==> config.mk <==
export PLATFORM = sky130hd
export DESIGN_NAME = buddy_block_allocator_flat
export DESIGN_NICKNAME = d
export VERILOG_FILES = /design/src/sv/bba_pkg.sv /design/src/sv/bba_req_if.sv /design/src/sv/bba_rsp_if.sv /design/src/sv/bba_tree_mem.sv /design/src/sv/buddy_block_allocator.sv /design/src/flat_wrapper.sv
export SDC_FILE = /design/constraint.sdc
export NUM_CORES = 1
export LEC_CHECK = 0
export ABC_AREA = 0
export BUFFER_PORTS_ARGS = -buffer_cell sky130_fd_sc_hd__buf_4
export CORE_UTILIZATION = 63
export CTS_BUF_LIST = sky130_fd_sc_hd__clkbuf_16
export DETAILED_ROUTE_END_ITERATION = 8
export PLACE_DENSITY = 0.8
export SYNTH_ARGS = -nofsm -noshare
export SYNTH_HDL_FRONTEND = slang
export SYNTH_HIERARCHICAL = 1
export SYNTH_SLANG_ARGS = --single-unit
==> constraint.sdc <==
create_clock -name clk -period 13 [get_ports clk]
set_clock_uncertainty 0.05 [all_clocks]
set_input_delay 0.65 -clock clk [delete_from_list [all_inputs] [get_ports clk]]
set_output_delay 0.65 -clock clk [all_outputs]
set_load 0.05 [all_outputs]
==> src/sv/bba_pkg.sv <==
// ----------------------------------------------------------------------------
// bba_pkg
// shared types, codes and helpers of the buddy block allocator
// ----------------------------------------------------------------------------
package bba_pkg;

	// default geometry of the pool
	localparam int LEVELS_DEF     = 8;
	localparam int LEAF_BYTES_DEF = 128;

	// item field widths
	localparam int MODE_W   = 1;
	localparam int SIZE_W   = 16;
	localparam int OFFSET_W = 15;
	localparam int STATUS_W = 2;

	// mode codes
	localparam logic [MODE_W-1:0] MODE_ALLOC = 1'b0;
	localparam logic [MODE_W-1:0] MODE_FREE  = 1'b1;

	// tree state is packed 32 nodes to a memory row
	localparam int ROW_BITS  = 32;
	localparam int ROW_IDX_W = 5;
	localparam int ROW_SHIFT = 5;

	typedef struct packed {
		logic [ROW_BITS-1:0] split;
		logic [ROW_BITS-1:0] free;
	} row_t;

	// row content after reset: only the root (node 0 of row 0) is free
	localparam row_t ROOT_ROW = '{split: '0, free: ROW_BITS'(1)};

	typedef enum logic [STATUS_W-1:0] {
		STATUS_OK       = 2'd0,
		STATUS_NO_BLOCK = 2'd1,
		STATUS_BAD_FREE = 2'd2
	} status_t;

	typedef enum logic [4:0] {
		S_IDLE,
		S_ALLOC_START,
		S_SCAN_RD,
		S_SCAN_CHK,
		S_OFFS,
		S_SPLIT_RD,
		S_SPLIT_WR,
		S_BUDDY_RD,
		S_BUDDY_WR,
		S_FREE_START,
		S_FIND_RD,
		S_FIND_CHK,
		S_MERGE_RD,
		S_MERGE_CHK,
		S_PARENT_RD,
		S_PARENT_WR,
		S_MARK_RD,
		S_MARK_WR,
		S_DONE
	} state_t;

	// index of the lowest set bit, 0 when none is set
	function automatic logic [ROW_IDX_W-1:0] first_set(input logic [ROW_BITS-1:0] v);
		logic [ROW_IDX_W-1:0] idx;
		idx = '0;
		for (int i = ROW_BITS - 1; i >= 0; i--) begin
			if (v[i]) idx = ROW_IDX_W'(i);
		end
		return idx;
	endfunction

endpackage

==> src/sv/bba_req_if.sv <==
// ----------------------------------------------------------------------------
// bba_req_if
// request channel: allocate or free item
// ----------------------------------------------------------------------------
interface bba_req_if;

	logic                          valid;
	logic                          ready;
	logic [bba_pkg::MODE_W-1:0]    mode;
	logic [bba_pkg::SIZE_W-1:0]    request_size;
	logic [bba_pkg::OFFSET_W-1:0]  free_offset;

	modport source (output valid, output mode, output request_size, output free_offset,
		input ready);
	modport sink (input valid, input mode, input request_size, input free_offset,
		output ready);

endinterface

==> src/sv/bba_rsp_if.sv <==
// ----------------------------------------------------------------------------
// bba_rsp_if
// response channel: block offset and status item
// ----------------------------------------------------------------------------
interface bba_rsp_if;

	logic                          valid;
	logic                          ready;
	logic [bba_pkg::OFFSET_W-1:0]  block_offset;
	logic [bba_pkg::STATUS_W-1:0]  status;

	modport source (output valid, output block_offset, output status, input ready);
	modport sink (input valid, input block_offset, input status, output ready);

endinterface

==> src/sv/bba_tree_mem.sv <==
// ----------------------------------------------------------------------------
// bba_tree_mem
// row memory of free and split bits, one write and one registered read port
// ----------------------------------------------------------------------------
module bba_tree_mem #(
	parameter int ROWS   = 8,
	parameter int ADDR_W = 3
) (
	input  logic                clk,
	input  logic                arst_n,
	input  logic                we,
	input  logic [ADDR_W-1:0]   waddr,
	input  bba_pkg::row_t       wdata,
	input  logic [ADDR_W-1:0]   raddr,
	output bba_pkg::row_t       rdata
);
	import bba_pkg::*;

	row_t              mem_q [ROWS];
	row_t              rd_q;
	logic [ROWS-1:0]   row_valid_q;
	logic              rvalid_q;
	logic [ADDR_W-1:0] raddr_q;

	always_ff @(posedge clk) begin
		if (we) mem_q[waddr] <= wdata;
		rd_q    <= mem_q[raddr];
		raddr_q <= raddr;
	end

	// rows never written read as their reset content
	always_ff @(posedge clk or negedge arst_n) begin
		if (!arst_n) begin
			row_valid_q <= '0;
			rvalid_q    <= 1'b0;
		end else begin
			if (we) row_valid_q[waddr] <= 1'b1;
			rvalid_q <= row_valid_q[raddr];
		end
	end

	assign rdata = rvalid_q ? rd_q : ((raddr_q == '0) ? ROOT_ROW : row_t'('0));

endmodule

==> src/sv/buddy_block_allocator.sv <==
// ----------------------------------------------------------------------------
// buddy_block_allocator
// binary buddy allocator: sequencer over a packed free/split tree memory
// ----------------------------------------------------------------------------
//
// channel  dir  handshake      payload
// req      in   valid/ready    mode, request_size, free_offset
// rsp      out  valid/ready    block_offset, status
//
// one item at a time: req.ready is high only in idle, each tree write is a read-modify-write
// allocate runs start, scan read/check per row, offset, split/buddy read-writes per level split, mark, finish
// free runs start, find per level, merge check + parent write per merge until a held buddy, mark, finish
// errors go to finish right after the check that finds them
// reset needs no clearing pass: per-row valid bits give the reset content
// finish waits while the rsp register holds an item the sink has not taken
//
module buddy_block_allocator #(
	parameter int LEVELS     = bba_pkg::LEVELS_DEF,
	parameter int LEAF_BYTES = bba_pkg::LEAF_BYTES_DEF
) (
	input  logic       clk,
	input  logic       arst_n,
	bba_req_if.sink    req,
	bba_rsp_if.source  rsp
);
	import bba_pkg::*;

	// tree geometry
	localparam int NODE_COUNT = (1 << LEVELS) - 1;
	localparam int NODE_W     = LEVELS;
	localparam int ROWS       = (NODE_COUNT + ROW_BITS - 1) / ROW_BITS;
	localparam int ROW_AW     = (ROWS > 1) ? $clog2(ROWS) : 1;
	localparam int LVL_W      = $clog2(LEVELS);
	localparam int LEAF_IW    = LEVELS - 1;
	localparam logic [63:0] POOL_BYTES = 64'(LEAF_BYTES) << (LEVELS - 1);
	localparam int BSZ_W      = $clog2(POOL_BYTES + 64'd1);
	localparam int CMP_W      = (BSZ_W > OFFSET_W) ? BSZ_W : OFFSET_W;
	localparam logic [OFFSET_W-1:0] LEAF_MUL = OFFSET_W'(LEAF_BYTES);
	localparam logic [LVL_W-1:0]    LVL_LAST = LVL_W'(LEVELS - 1);

	function automatic logic [ROW_AW-1:0] row_of(input logic [NODE_W-1:0] n);
		return ROW_AW'(n >> ROW_SHIFT);
	endfunction

	function automatic logic [ROW_IDX_W-1:0] bit_of(input logic [NODE_W-1:0] n);
		return ROW_IDX_W'(n);
	endfunction

	function automatic logic [NODE_W-1:0] first_node(input logic [LVL_W-1:0] l);
		return NODE_W'((32'd1 << l) - 32'd1);
	endfunction

	function automatic logic [NODE_W-1:0] last_node(input logic [LVL_W-1:0] l);
		return NODE_W'((32'd2 << l) - 32'd2);
	endfunction

	// sequencer state and working registers
	state_t               state_q, state_n;
	logic [SIZE_W-1:0]    size_q, size_n;
	logic [OFFSET_W-1:0]  offset_q, offset_n;
	logic [LVL_W-1:0]     want_q, want_n;
	logic [LVL_W-1:0]     lvl_q, lvl_n;
	logic [ROW_AW-1:0]    row_q, row_n;
	logic [NODE_W-1:0]    node_q, node_n;
	logic [OFFSET_W-1:0]  start_q, start_n;
	logic [BSZ_W-1:0]     bsize_q, bsize_n;
	logic                 first_q, first_n;
	logic [OFFSET_W-1:0]  off_q, off_n;
	status_t              status_q, status_n;

	// result register
	logic                 rsp_valid_q;
	logic [OFFSET_W-1:0]  rsp_offset_q;
	logic [STATUS_W-1:0]  rsp_status_q;
	logic                 load_rsp;

	// memory port
	logic                 mem_we;
	logic [ROW_AW-1:0]    mem_waddr;
	row_t                 mem_wdata;
	logic [ROW_AW-1:0]    mem_raddr;
	row_t                 rd_row;

	// size to level
	logic [SIZE_W-1:0]    size_eff;
	logic [LVL_W-1:0]     k_cnt;
	logic [LVL_W-1:0]     want;
	logic                 oversize;

	// level scan
	logic [NODE_W-1:0]    scan_lo, scan_hi;
	logic [ROW_BITS-1:0]  scan_mask;
	logic [ROW_BITS-1:0]  scan_hits;
	logic [NODE_W-1:0]    hit_node;

	// offset and tree walk helpers
	logic [NODE_W-1:0]    idx_in_lvl;
	logic [LEAF_IW-1:0]   leaf_idx;
	logic [NODE_W-1:0]    right_child, left_child, buddy, parent;
	logic [BSZ_W-1:0]     half;
	logic [OFFSET_W-1:0]  diff;
	logic                 go_right;

	bba_tree_mem #(
		.ROWS   (ROWS),
		.ADDR_W (ROW_AW)
	) u_mem (
		.clk    (clk),
		.arst_n (arst_n),
		.we     (mem_we),
		.waddr  (mem_waddr),
		.wdata  (mem_wdata),
		.raddr  (mem_raddr),
		.rdata  (rd_row)
	);

	// deepest level whose block holds the size; zero counts as one leaf
	always_comb begin
		size_eff = (size_q == '0) ? SIZE_W'(1) : size_q;
		k_cnt    = '0;
		for (int j = 0; j < LEVELS - 1; j++) begin
			if ((64'(LEAF_BYTES) << j) < 64'(size_eff)) k_cnt = k_cnt + LVL_W'(1);
		end
		want     = LVL_LAST - k_cnt;
		oversize = 64'(size_eff) > POOL_BYTES;
	end

	// mask the current row down to the nodes of the level being scanned
	always_comb begin
		logic [31:0] g;
		scan_lo = first_node(lvl_q);
		scan_hi = last_node(lvl_q);
		for (int b = 0; b < ROW_BITS; b++) begin
			g = (32'(row_q) << ROW_SHIFT) | 32'(b);
			scan_mask[b] = (g >= 32'(scan_lo)) && (g <= 32'(scan_hi));
		end
		scan_hits = rd_row.free & scan_mask;
		hit_node  = NODE_W'({row_q, first_set(scan_hits)});
	end

	// leaf index of the found block, scaled by the leaf size in S_OFFS
	assign idx_in_lvl  = node_q - first_node(lvl_q);
	assign leaf_idx    = LEAF_IW'(32'(idx_in_lvl) << (LVL_LAST - lvl_q));

	assign right_child = NODE_W'((32'(node_q) << 1) + 32'd2);
	assign left_child  = NODE_W'((32'(node_q) << 1) + 32'd1);
	assign buddy       = node_q[0] ? (node_q + NODE_W'(1)) : (node_q - NODE_W'(1));
	assign parent      = NODE_W'((32'(node_q) - 32'd1) >> 1);

	// free descent: pick the half of the current block that holds the offset
	assign half     = bsize_q >> 1;
	assign diff     = offset_q - start_q;
	assign go_right = CMP_W'(diff) >= CMP_W'(half);

	always_ff @(posedge clk or negedge arst_n) begin
		if (!arst_n) state_q <= S_IDLE;
		else         state_q <= state_n;
	end

	always_comb begin
		state_n   = state_q;
		size_n    = size_q;
		offset_n  = offset_q;
		want_n    = want_q;
		lvl_n     = lvl_q;
		row_n     = row_q;
		node_n    = node_q;
		start_n   = start_q;
		bsize_n   = bsize_q;
		first_n   = first_q;
		off_n     = off_q;
		status_n  = status_q;
		mem_we    = 1'b0;
		mem_waddr = row_of(node_q);
		mem_wdata = rd_row;
		mem_raddr = row_of(node_q);
		load_rsp  = 1'b0;

		unique case (state_q)
			S_IDLE: begin
				if (req.valid) begin
					size_n   = req.request_size;
					offset_n = req.free_offset;
					off_n    = '0;
					state_n  = (req.mode == MODE_ALLOC) ? S_ALLOC_START : S_FREE_START;
				end
			end

			// ---- allocate ----
			S_ALLOC_START: begin
				if (oversize) begin
					status_n = STATUS_NO_BLOCK;
					state_n  = S_DONE;
				end else begin
					want_n  = want;
					lvl_n   = want;
					row_n   = row_of(first_node(want));
					state_n = S_SCAN_RD;
				end
			end

			S_SCAN_RD: begin
				mem_raddr = row_q;
				state_n   = S_SCAN_CHK;
			end

			S_SCAN_CHK: begin
				if (|scan_hits) begin
					node_n  = hit_node;
					state_n = S_OFFS;
				end else if (row_q == row_of(scan_hi)) begin
					if (lvl_q == '0) begin
						// no free block at the wanted or any larger level
						status_n = STATUS_NO_BLOCK;
						state_n  = S_DONE;
					end else begin
						lvl_n   = lvl_q - LVL_W'(1);
						row_n   = row_of(first_node(lvl_q - LVL_W'(1)));
						state_n = S_SCAN_RD;
					end
				end else begin
					row_n   = row_q + ROW_AW'(1);
					state_n = S_SCAN_RD;
				end
			end

			S_OFFS: begin
				off_n   = OFFSET_W'(OFFSET_W'(leaf_idx) * LEAF_MUL);
				first_n = 1'b1;
				state_n = S_SPLIT_RD;
			end

			S_SPLIT_RD: begin
				mem_raddr = row_of(node_q);
				state_n   = S_SPLIT_WR;
			end

			S_SPLIT_WR: begin
				mem_we    = 1'b1;
				mem_waddr = row_of(node_q);
				if (first_q || lvl_q == want_q) mem_wdata.free[bit_of(node_q)] = 1'b0;
				if (lvl_q < want_q) begin
					mem_wdata.split[bit_of(node_q)] = 1'b1;
					state_n = S_BUDDY_RD;
				end else begin
					status_n = STATUS_OK;
					state_n  = S_DONE;
				end
			end

			S_BUDDY_RD: begin
				mem_raddr = row_of(right_child);
				state_n   = S_BUDDY_WR;
			end

			S_BUDDY_WR: begin
				// right half becomes free, walk on into the left half
				mem_we    = 1'b1;
				mem_waddr = row_of(right_child);
				mem_wdata.free[bit_of(right_child)] = 1'b1;
				node_n    = left_child;
				lvl_n     = lvl_q + LVL_W'(1);
				first_n   = 1'b0;
				state_n   = S_SPLIT_RD;
			end

			// ---- free ----
			S_FREE_START: begin
				if (64'(offset_q) >= POOL_BYTES) begin
					status_n = STATUS_BAD_FREE;
					state_n  = S_DONE;
				end else begin
					node_n  = '0;
					lvl_n   = '0;
					start_n = '0;
					bsize_n = BSZ_W'(POOL_BYTES);
					state_n = S_FIND_RD;
				end
			end

			S_FIND_RD: begin
				mem_raddr = row_of(node_q);
				state_n   = S_FIND_CHK;
			end

			S_FIND_CHK: begin
				if (lvl_q < LVL_LAST && rd_row.split[bit_of(node_q)]) begin
					bsize_n = half;
					lvl_n   = lvl_q + LVL_W'(1);
					if (go_right) begin
						start_n = start_q + OFFSET_W'(half);
						node_n  = right_child;
					end else begin
						node_n  = left_child;
					end
					state_n = S_FIND_RD;
				end else if (start_q != offset_q || rd_row.free[bit_of(node_q)]) begin
					// not the start of a block, or the block is already free
					status_n = STATUS_BAD_FREE;
					state_n  = S_DONE;
				end else begin
					state_n = (node_q == '0) ? S_MARK_RD : S_MERGE_RD;
				end
			end

			S_MERGE_RD: begin
				mem_raddr = row_of(buddy);
				state_n   = S_MERGE_CHK;
			end

			S_MERGE_CHK: begin
				if (!rd_row.free[bit_of(buddy)] || rd_row.split[bit_of(buddy)]) begin
					state_n = S_MARK_RD;
				end else begin
					mem_we    = 1'b1;
					mem_waddr = row_of(buddy);
					mem_wdata.free[bit_of(buddy)] = 1'b0;
					node_n    = parent;
					state_n   = S_PARENT_RD;
				end
			end

			S_PARENT_RD: begin
				mem_raddr = row_of(node_q);
				state_n   = S_PARENT_WR;
			end

			S_PARENT_WR: begin
				mem_we    = 1'b1;
				mem_waddr = row_of(node_q);
				mem_wdata.split[bit_of(node_q)] = 1'b0;
				state_n   = (node_q == '0) ? S_MARK_RD : S_MERGE_RD;
			end

			S_MARK_RD: begin
				mem_raddr = row_of(node_q);
				state_n   = S_MARK_WR;
			end

			S_MARK_WR: begin
				mem_we    = 1'b1;
				mem_waddr = row_of(node_q);
				mem_wdata.free[bit_of(node_q)] = 1'b1;
				status_n  = STATUS_OK;
				state_n   = S_DONE;
			end

			// hand the item to the result register once it has room
			S_DONE: begin
				if (!rsp_valid_q || rsp.ready) begin
					load_rsp = 1'b1;
					state_n  = S_IDLE;
				end
			end

			default: state_n = S_IDLE;
		endcase
	end

	always_ff @(posedge clk) begin
		size_q   <= size_n;
		offset_q <= offset_n;
		want_q   <= want_n;
		lvl_q    <= lvl_n;
		row_q    <= row_n;
		node_q   <= node_n;
		start_q  <= start_n;
		bsize_q  <= bsize_n;
		first_q  <= first_n;
		off_q    <= off_n;
		status_q <= status_n;
	end

	// result register: off_q stays zero on every error and for free items
	always_ff @(posedge clk or negedge arst_n) begin
		if (!arst_n)       rsp_valid_q <= 1'b0;
		else if (load_rsp) rsp_valid_q <= 1'b1;
		else if (rsp.ready) rsp_valid_q <= 1'b0;
	end

	always_ff @(posedge clk) begin
		if (load_rsp) begin
			rsp_offset_q <= off_q;
			rsp_status_q <= status_q;
		end
	end

	assign req.ready        = (state_q == S_IDLE);
	assign rsp.valid        = rsp_valid_q;
	assign rsp.block_offset = rsp_offset_q;
	assign rsp.status       = rsp_status_q;

endmodule
==> src/flat_wrapper.sv <==
// flat-port wrapper written by rule: the top's interface ports become plain ports
module buddy_block_allocator_flat import bba_pkg::*;
#(
	parameter int LEVELS     = bba_pkg::LEVELS_DEF,
	parameter int LEAF_BYTES = bba_pkg::LEAF_BYTES_DEF
)
  (clk, arst_n, req_valid, req_mode, req_request_size, req_free_offset, req_ready, rsp_valid, rsp_block_offset, rsp_status, rsp_ready);
  bba_req_if req_i ();
  bba_rsp_if rsp_i ();
  input  logic clk;
  input  logic arst_n;
  input wire logic [$bits(req_i.valid)-1:0] req_valid;
  input wire logic [$bits(req_i.mode)-1:0] req_mode;
  input wire logic [$bits(req_i.request_size)-1:0] req_request_size;
  input wire logic [$bits(req_i.free_offset)-1:0] req_free_offset;
  output wire logic [$bits(req_i.ready)-1:0] req_ready;
  output wire logic [$bits(rsp_i.valid)-1:0] rsp_valid;
  output wire logic [$bits(rsp_i.block_offset)-1:0] rsp_block_offset;
  output wire logic [$bits(rsp_i.status)-1:0] rsp_status;
  input wire logic [$bits(rsp_i.ready)-1:0] rsp_ready;
  assign req_i.valid = req_valid;
  assign req_i.mode = req_mode;
  assign req_i.request_size = req_request_size;
  assign req_i.free_offset = req_free_offset;
  assign req_ready = req_i.ready;
  assign rsp_valid = rsp_i.valid;
  assign rsp_block_offset = rsp_i.block_offset;
  assign rsp_status = rsp_i.status;
  assign rsp_i.ready = rsp_ready;
  buddy_block_allocator #(.LEVELS(LEVELS), .LEAF_BYTES(LEAF_BYTES)) u_core (.clk(clk), .arst_n(arst_n), .req(req_i), .rsp(rsp_i));
endmodule
==> flow_metrics.py <==
metrics = {
    "run_status": {
        "outcome": "finished, final reports clean",
    },
    "route": {
        "vias_per_cell": 7.09,
        "dr.pass1.iters": 8,
        "wl_per_cell_um": 29.6,
        "drt_wl_total_mm": 99.6,
        "num_vias": 23800,
        "drc": 0,
        "drt_iter0_drc": 3143,
        "ant_nets": 0,
    },
    "die": {
        "initial_core_util_pct": 63.7,
        "ioPinCount": 55,
        "dieArea_um2": 55300,
        "coreArea_um2": 53800,
        "std_cell_rows": 85,
        "die_w_um": 235,
        "die_h_um": 235,
    },
    "cts": {
        "clock_path_buffers": 3,
        "numCtsBuffers": 70,
        "htreeDepth": 3,
        "worstSkewPairLatency_ns": 0.64,
        "clk_pin_slew_ns": 0.06,
        "post_cts_resized": 0,
        "root_buffer": "clkbuf_16",
        "cts_sinks": 690,
        "cts_tree": "built",
    },
    "synthesis": {
        "synth_most_common_cell": "edfxtp_1",
        "async_reset_ff_share_pct": 2.17,
        "ys_ff_latch": 690,
        "yosys_warnings": 6,
        "postSynthCellCount": 2576,
        "synth_flop_cell": "edfxtp_1",
        "synth-compound-area-share_pct": 11.3,
        "yosysSeqAreaShare_pct": 58.3,
        "synthMuxAreaShare_pct": 12.4,
        "synth-edff-count": 608,
        "syn_avg_cell_area_um2": 13.3,
        "netlist_area_um2": 34300,
        "synth_common_cells": "608 x edfxtp_1, 188 x nor2_1, 169 x nand2_1, 165 x a21oi_1, 149 x mux4_2",
        "synth_cell_types": 115,
        "synthAdderAreaFrac_pct": 3.26,
        "synth_top_area_share_pct": 53.3,
        "synthSimpleGateAreaFrac_pct": 10.3,
        "synth_xor_area_share_pct": 1.53,
        "synth.largest_area_cell": "edfxtp_1",
        "synth_top_family_by_area": "multiplexers",
        "yosys-top-cells-area": "edfxtp_1 53%, mux4_2 9.8%, dfxtp_1 3.9%, ha_1 3.0%, a21oi_1 2.4%",
    },
    "run": {
        "max-cap-violations": 0,
    },
    "cells_and_area": {
        "final_area_um2": 37500,
        "areaGrowthSynthToFinish_pct": 9.55,
        "drive_gt1_share_pct": 18.1,
        "final_cells": 3364,
        "fin_nets": 2732,
    },
    "critical_path": {
        "cp-end-kind": "flop",
        "cp_data_arrival_time_ns": 7.87,
        "critPathMaxFanout": 19,
        "start_kind": "flop",
        "worstSetupPathType": "flop to flop",
        "critPathRequiredTime_ns": 13.18,
    },
    "global_routing": {
        "grt_overflow": 0,
        "antenna_found_initial": 3,
        "grt_max_degree": 132,
        "grt_pass1_wl_mm": 149,
        "grt_pass1_vias": 23900,
        "grt.total_usage_pct": 36.5,
    },
    "sta": {
        "period_share_pct": 59.1,
        "hold_ws_ns": 0.141,
        "fin_tns_setup_ns": 0,
        "tightest_slew_ns": 1.24,
        "slew_headroom_pct": 17.1,
        "finalCriticalPeriod_ns": 7.69,
        "hold_violations": 0,
        "setup_viol": 0,
        "max_freq_ghz": 0.130,
        "rsz0062_at_grt": "no",
        "slew_viol_final": 0,
    },
    "placed_design": {
        "io_buffers": 46,
        "post_dp_cell_area_um2": 35300,
        "place_congestion": 1.04,
        "dpl.hpwl_mm": 63.4,
        "post-place-cells": 3233,
    },
    "power_and_ir_drop": {
        "clockPowerShare_pct": 17.1,
        "power.switching_mw": 4.90,
        "vdd_drop_max_mv": 0.230,
        "swShare_pct": 43.6,
        "p_int_mw": 6.33,
        "p_leak_nw": 13.0,
        "p_total_mw": 11.2,
        "comb_power_share_pct": 53.5,
        "seqPwrFrac_pct": 29.4,
        "pwr_density_cell_nw_per_um2": 299,
    },
    "hold_path": {
        "hp-class": "primary input to flop",
    },
}
[kinds of logic (layout without fill, tap and decap cells)]
| kind of cell | Yosys count | in the layout |
|---|---|---|
| AND/OR/NAND/NOR | 703 | 703 |
| multiplexers | 227 | 227 |
| XOR/XNOR | 60 | 60 |
| AO/OA/AOI/OAI | 576 | 576 |
| buffers and inverters | 232 | 316 |
| other | 1 | 9 |
| adder cells (fa/ha/maj) | 87 | 87 |
| flip-flops | 690 | 690 |
[area by class of cell]
class / count / area, um2
tap: 696 / 871
sequential: 690 / 20000
multi-input combinational: 1661 / 13400
antenna: 1 / 2.50
timing repair buffer: 99 / 758
fill: 3522 / 16300
clock inverter: 59 / 444
clock buffer: 70 / 1750
inverter: 88 / 330
[placed cells by master, fill, tap and decap left out, types with 74 or more instances in the layout]
master	count
ha_1	82
buf_4	97
edfxtp_1	608
and2_1	74
a21oi_1	165
mux4_2	149
nor2_1	184
inv_1	100
o21ai_0	114
nand2_1	168
[per-layer routing]
layer / wire length (um) / GRT usage [%] / vias to the layer above
met2: 47300 / 58.8 / 1597
met4: 4990 / 16.8 / 4
met3: 10200 / 8.62 / 379
li1: - / - / 10100
met1: 37100 / 47.2 / 11800
met5: 25 / 0 / -
[worst max-delay path, cell delays in order (launching register included)]
cell and delay, ns:
edfxtp_1 0.57, clkinv_1 0.37, ha_1 0.55, nand2_1 0.31, ha_1 0.44, or3b_4 0.47, nand2b_1 0.16, o211ai_1 0.39
ha_1 0.42, and3b_1 0.21, mux2_2 0.29, nor3_1 0.67, nor2_1 0.34, a21oi_1 0.30, o31ai_1 0.14, o31ai_1 0.41
nor4bb_4 0.58, a21oi_2 0.16, nor3_1 0.47
[registers in the layout (all words and copies together) (netlist names), 5 cells and up]
| signal | cells |
|---|---|
| u_core/off_q | 7 |
| u_core/size_q | 16 |
| u_core/offset_q | 15 |
| u_core/u_mem/rd_q | 64 |
| u_core/u_mem/row_valid_q | 8 |
| u_core/state_q | 5 |
| u_core/node_q | 8 |
| u_core/u_mem/mem_q | 512 |
| u_core/rsp.block_offset | 7 |
| u_core/bsize_q | 14 |
| u_core/start_q | 15 |
[stage by stage]
| step | worst slack (ns) | utilization [%] |
|---|---|---|
| 2_1_floorplan | 1.76 | - |
| 3_3_place_gp | 5.89 | 65.6 |
| 3_5_place_dp | 5.51 | 65.6 |
| 4_1_cts | 5.48 | 69.7 |
| 5_1_grt | 4.86 | 69.7 |
| 6_report | 5.31 | 69.7 |
[power by group through the flow]
stage	logic (mW)	clock network, mW	registers [mW]
after floorplan	4.23	0	3.23
after global placement	5.70	0	3.30
after detailed placement	5.78	0	3.32
after CTS	5.86	1.95	3.29
after global routing	6.35	2.03	3.32
final	6.01	1.92	3.30
[path summary, 6_finish.rpt]
| path | from | slack (ns) | to | depth (start not counted) |
|---|---|---|---|---|
| min in group asynchronous | arst_n | 0.39 | u_core/u_mem/row_valid_q[5]$_DFFE_PN0P_ | 2 |
| max in group asynchronous | arst_n | 12.28 | u_core/u_mem/row_valid_q[1]$_DFFE_PN0P_ | 2 |
| min | req_free_offset[11] | 0.14 | u_core/offset_q[11]$_DFFE_PP_ | 1 |
| max reg2reg | u_core/lvl_q[0]$_DFFE_PP_ | 5.31 | u_core/row_q[1]$_DFFE_PP_ | 18 |
| max | u_core/lvl_q[0]$_DFFE_PP_ | 5.31 | u_core/row_q[1]$_DFFE_PP_ | 18 |
| min reg2reg | u_core/off_q[9]$_SDFFCE_PP0P_ | 0.34 | u_core/rsp.block_offset[9]$_DFFE_PP_ | 0 |
[what timing repair did]
| action | in CTS | in global routing |
|---|---|---|
| buffers inserted | 0 | 0 |
| hold buffers | 1 | 0 |
| endpoints found under the hold margin | 15 | 0 |
Power figures use the tool's default switching activity.
